$ cat src/design/amu_pkg.sv
package amu_pkg;

  // operation codes; bit 0 selects accumulate, bit 2 selects signed long forms
  localparam logic [2:0] OP_MUL   = 3'd0;
  localparam logic [2:0] OP_MLA   = 3'd1;
  localparam logic [2:0] OP_UMULL = 3'd2;
  localparam logic [2:0] OP_UMLAL = 3'd3;
  localparam logic [2:0] OP_SMULL = 3'd4;
  localparam logic [2:0] OP_SMLAL = 3'd5;

  localparam int unsigned OpAccBit    = 0;
  localparam int unsigned OpSignedBit = 2;

  typedef struct packed {
    logic [2:0]  operation;
    logic [31:0] multiplicand;
    logic [31:0] multiplier;
    logic [31:0] accumulate_low;
    logic [31:0] accumulate_high;
    logic        set_flags;
  } req_t;

  typedef struct packed {
    logic [31:0] result_low;
    logic [31:0] result_high;
    logic        zero_flag;
    logic        negative_flag;
    logic        flags_written;
    logic [2:0]  internal_cycles;
  } rsp_t;

  // what travels beside the product through the multiply stages
  typedef struct packed {
    logic        is_long;
    logic        set_flags;
    logic [63:0] addend;
    logic [2:0]  cycles;
  } side_t;

endpackage

$ cat src/design/amu_mul_pipe.sv
module amu_mul_pipe
  import amu_pkg::*;
(
  input  logic        clk_i,
  input  logic        rst_ni,
  input  logic        valid_i,
  output logic        ready_o,
  input  logic [31:0] a_i,
  input  logic [31:0] b_i,
  input  logic        signed_i,
  input  side_t       side_i,
  output logic        valid_o,
  input  logic        ready_i,
  output logic [63:0] prod_o,
  output side_t       side_o
);

  logic v1_q, v2_q, v3_q;
  logic rdy1, rdy2, rdy3;

  logic [31:0] pp_ll_q, pp_lh_q, pp_hl_q, pp_hh_q;
  logic [31:0] corr_d, corr_q;
  side_t       side1_q, side2_q, side3_q;

  logic [32:0] mid_d, mid_q;
  logic [31:0] hi_d, hi_q, lo_q;

  logic [63:0] prod_d, prod_q;

  assign rdy3    = !v3_q || ready_i;
  assign rdy2    = !v2_q || rdy3;
  assign rdy1    = !v1_q || rdy2;
  assign ready_o = rdy1;

  // signed product = unsigned product - (sign corrections << 32)
  assign corr_d = ((signed_i && a_i[31]) ? b_i : 32'd0)
                + ((signed_i && b_i[31]) ? a_i : 32'd0);

  assign mid_d  = {1'b0, pp_lh_q} + {1'b0, pp_hl_q};
  assign hi_d   = pp_hh_q - corr_q;
  assign prod_d = {hi_q, lo_q} + {15'd0, mid_q, 16'd0};

  always_ff @(posedge clk_i or negedge rst_ni) begin
    if (!rst_ni) begin
      v1_q <= 1'b0;
      v2_q <= 1'b0;
      v3_q <= 1'b0;
    end else begin
      if (rdy1) v1_q <= valid_i;
      if (rdy2) v2_q <= v1_q;
      if (rdy3) v3_q <= v2_q;
    end
  end

  always_ff @(posedge clk_i) begin
    if (rdy1 && valid_i) begin
      pp_ll_q <= {16'd0, a_i[15:0]}  * {16'd0, b_i[15:0]};
      pp_lh_q <= {16'd0, a_i[15:0]}  * {16'd0, b_i[31:16]};
      pp_hl_q <= {16'd0, a_i[31:16]} * {16'd0, b_i[15:0]};
      pp_hh_q <= {16'd0, a_i[31:16]} * {16'd0, b_i[31:16]};
      corr_q  <= corr_d;
      side1_q <= side_i;
    end
    if (rdy2 && v1_q) begin
      mid_q   <= mid_d;
      hi_q    <= hi_d;
      lo_q    <= pp_ll_q;
      side2_q <= side1_q;
    end
    if (rdy3 && v2_q) begin
      prod_q  <= prod_d;
      side3_q <= side2_q;
    end
  end

  assign valid_o = v3_q;
  assign prod_o  = prod_q;
  assign side_o  = side3_q;

  // a stalled stage never drops its item
  assert property (@(posedge clk_i) disable iff (!rst_ni)
    v3_q && !ready_i |=> v3_q)
    else $error("stage 3 lost an item while stalled");

  assert property (@(posedge clk_i) disable iff (!rst_ni)
    v2_q && !rdy2 |=> v2_q && $stable(hi_q))
    else $error("stage 2 changed while stalled");

  assert property (@(posedge clk_i) disable iff (!rst_ni)
    v1_q && v2_q && v3_q && !ready_i |-> !ready_o)
    else $error("full pipeline took a request");

endmodule

$ cat src/design/arm_multiply_unit.sv
// channel | signals                         | payload
// in      | in_valid_i / in_ready_o         | in_req_i  (req_t)
// out     | out_valid_o / out_ready_i       | out_rsp_o (rsp_t)
//
// one request per cycle while the pipeline is not full; each request
// runs three multiply stages: 16x16 partial products, partial sums, product;
// then accumulate and flags into the output register
// reset clears the valid bits only; payload registers are not reset
// a stall at the output backs up stage by stage; empty stages keep accepting
module arm_multiply_unit
  import amu_pkg::*;
(
  input  logic clk_i,
  input  logic rst_ni,
  input  logic in_valid_i,
  output logic in_ready_o,
  input  req_t in_req_i,
  output logic out_valid_o,
  input  logic out_ready_i,
  output rsp_t out_rsp_o
);

  logic        acc, is_long, is_signed, et_signed;
  logic [2:0]  m_cnt;
  side_t       side_in, side_out;
  logic        pipe_valid, pipe_ready;
  logic [63:0] prod;
  logic [63:0] sum;
  logic [31:0] rs;
  rsp_t        rsp_d, rsp_q;
  logic        out_valid_q;
  logic        long_q;

  assign acc       = in_req_i.operation[OpAccBit];
  assign is_long   = in_req_i.operation >= OP_UMULL;
  assign is_signed = is_long && in_req_i.operation[OpSignedBit];
  assign et_signed = !is_long || in_req_i.operation[OpSignedBit];
  assign rs        = in_req_i.multiplier;

  // early termination on the upper multiplier bytes
  always_comb begin
    if (rs[31:8] == 24'd0 || (et_signed && rs[31:8] == 24'hFFFFFF)) begin
      m_cnt = 3'd1;
    end else if (rs[31:16] == 16'd0 || (et_signed && rs[31:16] == 16'hFFFF)) begin
      m_cnt = 3'd2;
    end else if (rs[31:24] == 8'd0 || (et_signed && rs[31:24] == 8'hFF)) begin
      m_cnt = 3'd3;
    end else begin
      m_cnt = 3'd4;
    end
  end

  always_comb begin
    side_in.is_long   = is_long;
    side_in.set_flags = in_req_i.set_flags;
    side_in.cycles    = m_cnt + {2'd0, acc} + {2'd0, is_long};
    if (!acc) begin
      side_in.addend = 64'd0;
    end else if (is_long) begin
      side_in.addend = {in_req_i.accumulate_high, in_req_i.accumulate_low};
    end else begin
      side_in.addend = {32'd0, in_req_i.accumulate_low};
    end
  end

  amu_mul_pipe u_mul_pipe (
    .clk_i    (clk_i),
    .rst_ni   (rst_ni),
    .valid_i  (in_valid_i),
    .ready_o  (in_ready_o),
    .a_i      (in_req_i.multiplicand),
    .b_i      (in_req_i.multiplier),
    .signed_i (is_signed),
    .side_i   (side_in),
    .valid_o  (pipe_valid),
    .ready_i  (pipe_ready),
    .prod_o   (prod),
    .side_o   (side_out)
  );

  assign pipe_ready = !out_valid_q || out_ready_i;
  assign sum        = prod + side_out.addend;

  always_comb begin
    rsp_d.result_low      = sum[31:0];
    rsp_d.flags_written   = side_out.set_flags;
    rsp_d.internal_cycles = side_out.cycles;
    if (side_out.is_long) begin
      rsp_d.result_high   = sum[63:32];
      rsp_d.zero_flag     = side_out.set_flags && (sum == 64'd0);
      rsp_d.negative_flag = side_out.set_flags && sum[63];
    end else begin
      rsp_d.result_high   = 32'd0;
      rsp_d.zero_flag     = side_out.set_flags && (sum[31:0] == 32'd0);
      rsp_d.negative_flag = side_out.set_flags && sum[31];
    end
  end

  always_ff @(posedge clk_i or negedge rst_ni) begin
    if (!rst_ni) begin
      out_valid_q <= 1'b0;
    end else if (pipe_ready) begin
      out_valid_q <= pipe_valid;
    end
  end

  always_ff @(posedge clk_i) begin
    if (pipe_ready && pipe_valid) begin
      rsp_q  <= rsp_d;
      long_q <= side_out.is_long;
    end
  end

  assign out_valid_o = out_valid_q;
  assign out_rsp_o   = rsp_q;

  assert property (@(posedge clk_i) disable iff (!rst_ni)
    out_valid_q && !long_q |-> rsp_q.result_high == 32'd0)
    else $error("short form produced a nonzero high word");

  assert property (@(posedge clk_i) disable iff (!rst_ni)
    out_valid_q |-> rsp_q.internal_cycles != 3'd0 && rsp_q.internal_cycles != 3'd7)
    else $error("internal cycle count out of range");

  assert property (@(posedge clk_i) disable iff (!rst_ni)
    out_valid_q && !rsp_q.flags_written |-> !rsp_q.zero_flag && !rsp_q.negative_flag)
    else $error("flags raised without a flag request");

  assert property (@(posedge clk_i) disable iff (!rst_ni)
    out_valid_q && rsp_q.zero_flag |-> !rsp_q.negative_flag)
    else $error("zero and negative flags both set");

endmodule
$ cat config.mk
export PLATFORM = sky130hd
export DESIGN_NAME = arm_multiply_unit
export DESIGN_NICKNAME = d
export VERILOG_FILES = /design/src/design/amu_pkg.sv /design/src/design/amu_mul_pipe.sv /design/src/design/arm_multiply_unit.sv
export SDC_FILE = /design/constraint.sdc
export NUM_CORES = 2
export LEC_CHECK = 0
export BUFFER_PORTS_ARGS = -buffer_cell sky130_fd_sc_hd__buf_2
export CAP_MARGIN = 15
export CORE_ASPECT_RATIO = 1.25
export CORE_MARGIN = 4
export CORE_UTILIZATION = 46
export DETAILED_ROUTE_END_ITERATION = 8
export GPL_TIMING_DRIVEN = 0
export RECOVER_POWER = 25
export SYNTH_ARGS = -nofsm -noshare
export SYNTH_HDL_FRONTEND = slang
export SYNTH_SLANG_ARGS = --single-unit
$ cat constraint.sdc
create_clock -name clk_i -period 20.5 [get_ports clk_i]
set_input_delay 3.075 -clock clk_i [delete_from_list [all_inputs] [get_ports clk_i]]
set_output_delay 3.075 -clock clk_i [all_outputs]
set_load 0.02 [all_outputs]
## After elaboration in Yosys (flattened, before gate mapping)

Index checks and enable logic that the tools add are counted.

- Add/sub/neg operators: 7
- $mul: 4
- Divide/modulo/power cells: 0
- Magnitude comparators: 1
- Equality and inequality tests: 3
- Shift operators: 0
- Muxes and demuxes: 6
- Bitwise gates (word level): 0
- Reductions and logical operators: 33

Operators with widths:

| cell | number |
|---|---|
| $mul A16 B16 Y32 | 4 |
| $add A64 B49 Y64 | 1 |
| $add A64 B64 Y64 | 1 |
| $logic_not A64 Y1 | 1 |
| $mux W32 | 2 |
| $add A32 B32 Y33 | 1 |
| $add A32 B32 Y32 | 1 |
| $logic_not A32 Y1 | 1 |
| $sub A32 B32 Y32 | 1 |
| $eq A24 B24 Y1 const B | 1 |
| $logic_not A24 Y1 | 1 |
| $eq A16 B16 Y1 const B | 1 |
| $logic_not A16 Y1 | 1 |
| $logic_and A1 B1 Y1 | 14 |
| $mux W3 | 3 |
| $eq A8 B8 Y1 const B | 1 |
| $logic_not A8 Y1 | 1 |
| $logic_or A1 B1 Y1 | 8 |
| $add A3 B1 Y3 | 2 |
| $logic_not A1 Y1 | 5 |
| $ge A3 B2 Y1 const B | 1 |
| $mux W2 | 1 |
| $reduce_and A2 Y1 | 1 |

- Bits in registers: 602
- Bits in latches: 0
- Memory bits (writable): 0
- Memory bits (read-only): 0
- Bits of input ports: 136
- Output and inout port bits: 72
- Logic and storage cells: 86
- Memories: 0

## Depth between registers and ports, before layout

- Depth after elaboration: 10
- Gate-level depth with buffers: 29
- Gate-level depth less buffers: 28

## Modules after synthesis

Synthesis repeated with hierarchy kept, for this count alone.

- Cell total of the unflattened synthesis: 6425
- Area, all modules: 64545.7 sq um

Modules (own cells, without submodules):

| module | times used | cells an instance | area each (sq um) | seq. area each (sq um) |
|---|---|---|---|---|
| amu_mul_pipe | 1 | 5486 | 56792.0 | 15930.3 |
| arm_multiply_unit | 1 | 939 | 7753.7 | 2127.0 |

## Least setup slack after synthesis

No wires, ideal clock.

- Kind: input port to flip-flop
- Start: input in_req_i[82] (netlist bit)
- End: register u_mul_pipe.pp_hh_q[31], data pin
- Library setup time: 0.258 ns
- Data arrival time: 9.289 ns
- Required time: 20.242 ns
- Path slack: 10.954 ns
- Stages on the path: 27
- Path buffers: 2
- Cells stage by stage: clkbuf_1 > clkbuf_1 > nand2_1 > fa_1 > inv_1 > fa_1 > ha_1 > inv_1 > fa_1 > fa_1 > inv_1 > fa_1 > ha_1 > o21a_1 > o21ai_0 > inv_1 > a21oi_1 > nor2b_1 > o31ai_1 > a211oi_1 > a41o_1 > o41ai_1 > nor2_1 > a31oi_1 > nor2b_1 > o31a_1 > xnor2_1

- Word-level cells in the longest chain between the ends: 1

Ends and longest elaborated chain:

| element | line | source |
|---|---|---|
| start, declared | arm_multiply_unit.sv:17 | `input req_t in_req_i,` |
| $mul A16 B16 Y32 | amu_mul_pipe.sv:60 | `pp_hh_q <= {16'd0, a_i[31:16]} * {16'd0, b_i[31:16]};` |
| end signal, assigned | amu_mul_pipe.sv:60 |  |
| end, declared | amu_mul_pipe.sv:21 | `logic [31:0] pp_ll_q, pp_lh_q, pp_hl_q, pp_hh_q;` |

Every way passes these cells.
A chain may end at the register's enable or synchronous reset.

## Worst setup path in the final report

- Start: input in_req_i[83] (netlist bit)
- End: register u_mul_pipe.pp_lh_q[31], data pin

- Word-level cells in the longest chain between the ends: 1

Ends and longest elaborated chain:

| element | line | source |
|---|---|---|
| $mul A16 B16 Y32 | amu_mul_pipe.sv:58 | `pp_lh_q <= {16'd0, a_i[15:0]} * {16'd0, b_i[31:16]};` |
| end signal, assigned | amu_mul_pipe.sv:58 |  |
| end, declared | amu_mul_pipe.sv:21 |  |

Every way passes these cells.

==> reports/qor.yml <==
outcome:
  status: "finished with violations"
  violations: "capacitance limit, slew limit"
cells_and_area:
  mostFrequentLayoutCell: "inv_1"
  fillers: 12541
  nets: 7877
  drive_gt1_share_pct: 4.97
  most-common-layout-cells: "1022 x inv_1, 782 x fa_1, 677 x nand2_1"
  area_growth_pct: 8.08
global_route:
  grt_max_degree: 76
  track_usage_pct: 27.4
  overflow: 0
  grt_first_pass_wirelength_microns: 286000
  antenna_found_initial: 35
  grt_pass1_vias: 45386
timing:
  finalSetupViolCount: 0
  worstMarginPinSlew_ps: 1870
  period_share_pct: 54.6
  worst_slack_ps: 9300
  slew_violations: 34
  hold_viol: 0
  fin_worst_skew_ps: 18.9
  period_needed_ps: 11200
  fin_setup_tns_ps: 0
  max_freq_mhz: 89.3
  rsz0062_at_grt: "false"
  relSlewSlack_pct: -24.6
placement:
  hpwl_microns: 159000
  port_buffers: 189
  place_ws_ps: 8790
  routabilityCongestion: 1.00
synth:
  syn-cell-area_sq_mm: 0.0625
  synth_top_area_cell: "edfxtp_1"
  syn_inst: 6100
  yosysUniqueCellTypes: 71
  synth-compound-area-share_pct: 7.46
  synth_top_family_by_area: "adder cells"
  synthAdderAreaFrac_pct: 37.2
  synth_seq_area_share_pct: 28.9
  synthFlopType: "edfxtp_1"
  synth-xor-area-share_pct: 4.10
  yosys.area_share.simple_pct: 14.6
  synth_top_cell_area_share_pct: 28.7
  syn-num-nets: 7625
  synthTopCellsByArea: "edfxtp_1 29%, fa_1 25%, ha_1 12%, inv_1 6.1%, and2_1 5.4%"
  async_flop_share_pct: 0.664
  avgSynthCellArea_sq_um: 10.3
  synth_mux_area_share_pct: 0
  synth_warnings: 0
  synth_edf_count: 598
  ys_ff_latch: 602
routing:
  first_pass_iters: 6
  post_drt_wl_per_cell_microns: 23.6
  vias: 44174
  wirelength_microns: 193000
  drt_iter0_drc: 3026
  route.detailed.drc: 0
  ant_nets: 0
  via_per_inst: 5.41
hold_path:
  hold_class: "flop to flop"
  hold_depth: 0
  min_to: "u_mul_pipe.side_o[32]"
  min_from: "u_mul_pipe.side2_q[32]"
cts:
  clkTransAtPathRegs_ps: 70
  cts_tree: "done"
  numCtsBuffers: 51
  cts_setup_buffers: 0
  cts-root-buf: "clkbuf_16"
  cts-htree-levels: 2
  clock_latency_ps: 590
  ctsResizeCount: 0
  ctsHoldBuffers: 0
  cts.path.max_buffers: 3
  clkSinkCount: 602
run:
  maxCapViolations: 1
die:
  coreArea_sq_mm: 0.135
  start_util_pct: 46.2
  ios: 208
  die_area_sq_mm: 0.142
  rows: 151
  fp.dieH_microns: 420
  fp.dieW_microns: 338
worst_setup_path:
  critPathMaxFanout: 10
  cp.required_ps: 20770
  reg2reg_depth: 17
  cp-end-kind: "flop"
  r2r_end: "out_rsp_o[5]"
  timing_worst_setup_path_type: "input pin to flop"
  r2r_slack_ps: 13340
  reg2reg_from: "u_mul_pipe.prod_o[0]"
  worstPathArrival_ps: 11470
  start_kind: "input pin"
[how the worst max path moves through the flow]
stage	start	to	slack (ps)	depth (start not counted)
6_report	in_req_i[83]	u_mul_pipe.pp_lh_q[31]	9300	25
5_1_grt	in_req_i[83]	u_mul_pipe.pp_lh_q[31]	9060	25
4_1_cts	in_req_i[83]	u_mul_pipe.pp_lh_q[31]	9380	25
3_5_place_dp	in_req_i[83]	u_mul_pipe.pp_lh_q[31]	8790	25
3_3_place_gp	in_req_i[106]	u_mul_pipe.pp_ll_q[30]	8490	26
2_1_floorplan	in_req_i[82]	u_mul_pipe.pp_hh_q[31]	10950	27
[metrics by stage]
step,util (%),hold slack (ps),std cells,cell area (sq um)
5_1_grt,49.9,423,8154,67600
6_report,50.0,409,8165,67600
4_1_cts,50.0,411,8152,67600
2_1_floorplan,-,400,6100,62500
3_3_place_gp,48.6,400,8048,65700
3_5_place_dp,48.7,405,8058,65900
[critical path, stage by stage]
cell	delay (ps)
clkbuf_1	640
clkbuf_1	940
nand2_1	190
fa_1	540
fa_1	540
inv_1	50
fa_1	500
inv_1	50
fa_1	560
inv_1	60
fa_1	490
inv_1	50
fa_1	510
inv_1	50
ha_1	350
a21oi_1	150
a21oi_1	80
a21o_1	210
a2111oi_0	660
o21bai_1	170
a21o_1	250
a31oi_1	490
o21ai_0	220
a21oi_1	240
xnor2_1	380
[cell usage after synthesis (21+ instances only)]
master,count
a211oi_1,21
a21o_1,126
a21oi_1,224
and2_1,542
and3_1,120
clkbuf_1,261
edfxtp_1,598
fa_1,782
ha_1,607
inv_1,1022
nand2_1,677
nand2b_1,42
nand3_1,49
nand4_1,37
nor2_1,173
nor2b_1,54
nor3_1,45
o21a_1,39
o21ai_0,117
o21bai_1,39
xnor2_1,215
xor2_1,78
[state kept, by name, summed over array words and instances (netlist names)]
| register | count |
|---|---|
| u_mul_pipe.hi_q | 32 |
| u_mul_pipe.pp_ll_q | 32 |
| out_rsp_o | 70 |
| u_mul_pipe.side_o | 69 |
| u_mul_pipe.v1_q | 1 |
| u_mul_pipe.prod_o | 64 |
| u_mul_pipe.corr_q | 32 |
| u_mul_pipe.pp_lh_q | 32 |
| u_mul_pipe.pp_hl_q | 32 |
| u_mul_pipe.side1_q | 69 |
| u_mul_pipe.v2_q | 1 |
| u_mul_pipe.valid_o | 1 |
| out_valid_o | 1 |
| u_mul_pipe.side2_q | 69 |
| u_mul_pipe.pp_hh_q | 32 |
| u_mul_pipe.mid_q | 33 |
| u_mul_pipe.lo_q | 32 |
[logic make-up (layout without fill, tap and decap cells)]
family / Yosys count / after routing
AO/OA/AOI/OAI: 719 / 719
XOR/XNOR: 293 / 293
adder cells (fa/ha/maj): 1389 / 1389
buffers and inverters: 1290 / 1583
flip-flops: 602 / 602
other: 0 / 13
AND/OR/NAND/NOR: 1807 / 1807
[layer usage]
layer / GRT usage [%] / vias up / wire, microns / part of all wire [%]
met5: 0 / - / 28 / 0.015
met2: 46.8 / 1489 / 92300 / 48
met4: 12.5 / 6 / 11200 / 5.8
met1: 34.1 / 22023 / 76500 / 40
met3: 4.29 / 431 / 12800 / 6.7
li1: - / 20225 / - / -
[cell type report]
class | count | area [sq um] | share of cell area [%]
multi-input cells | 4208 | 39600 | 58.6
flip-flops and latches | 602 | 18100 | 26.7
inverters | 1022 | 3840 | 5.68
well taps | 1759 | 2200 | 3.26
clock buffers | 57 | 1340 | 1.98
repair buffers | 199 | 1170 | 1.73
plain buffers | 268 | 1020 | 1.51
clock inverters | 37 | 308 | 0.455
diodes | 13 | 32.5 | 0.0481
Power is left out: the tool's default activity adds up to more than one toggle a clock period on the data nets, which glitch-free logic cannot reach.
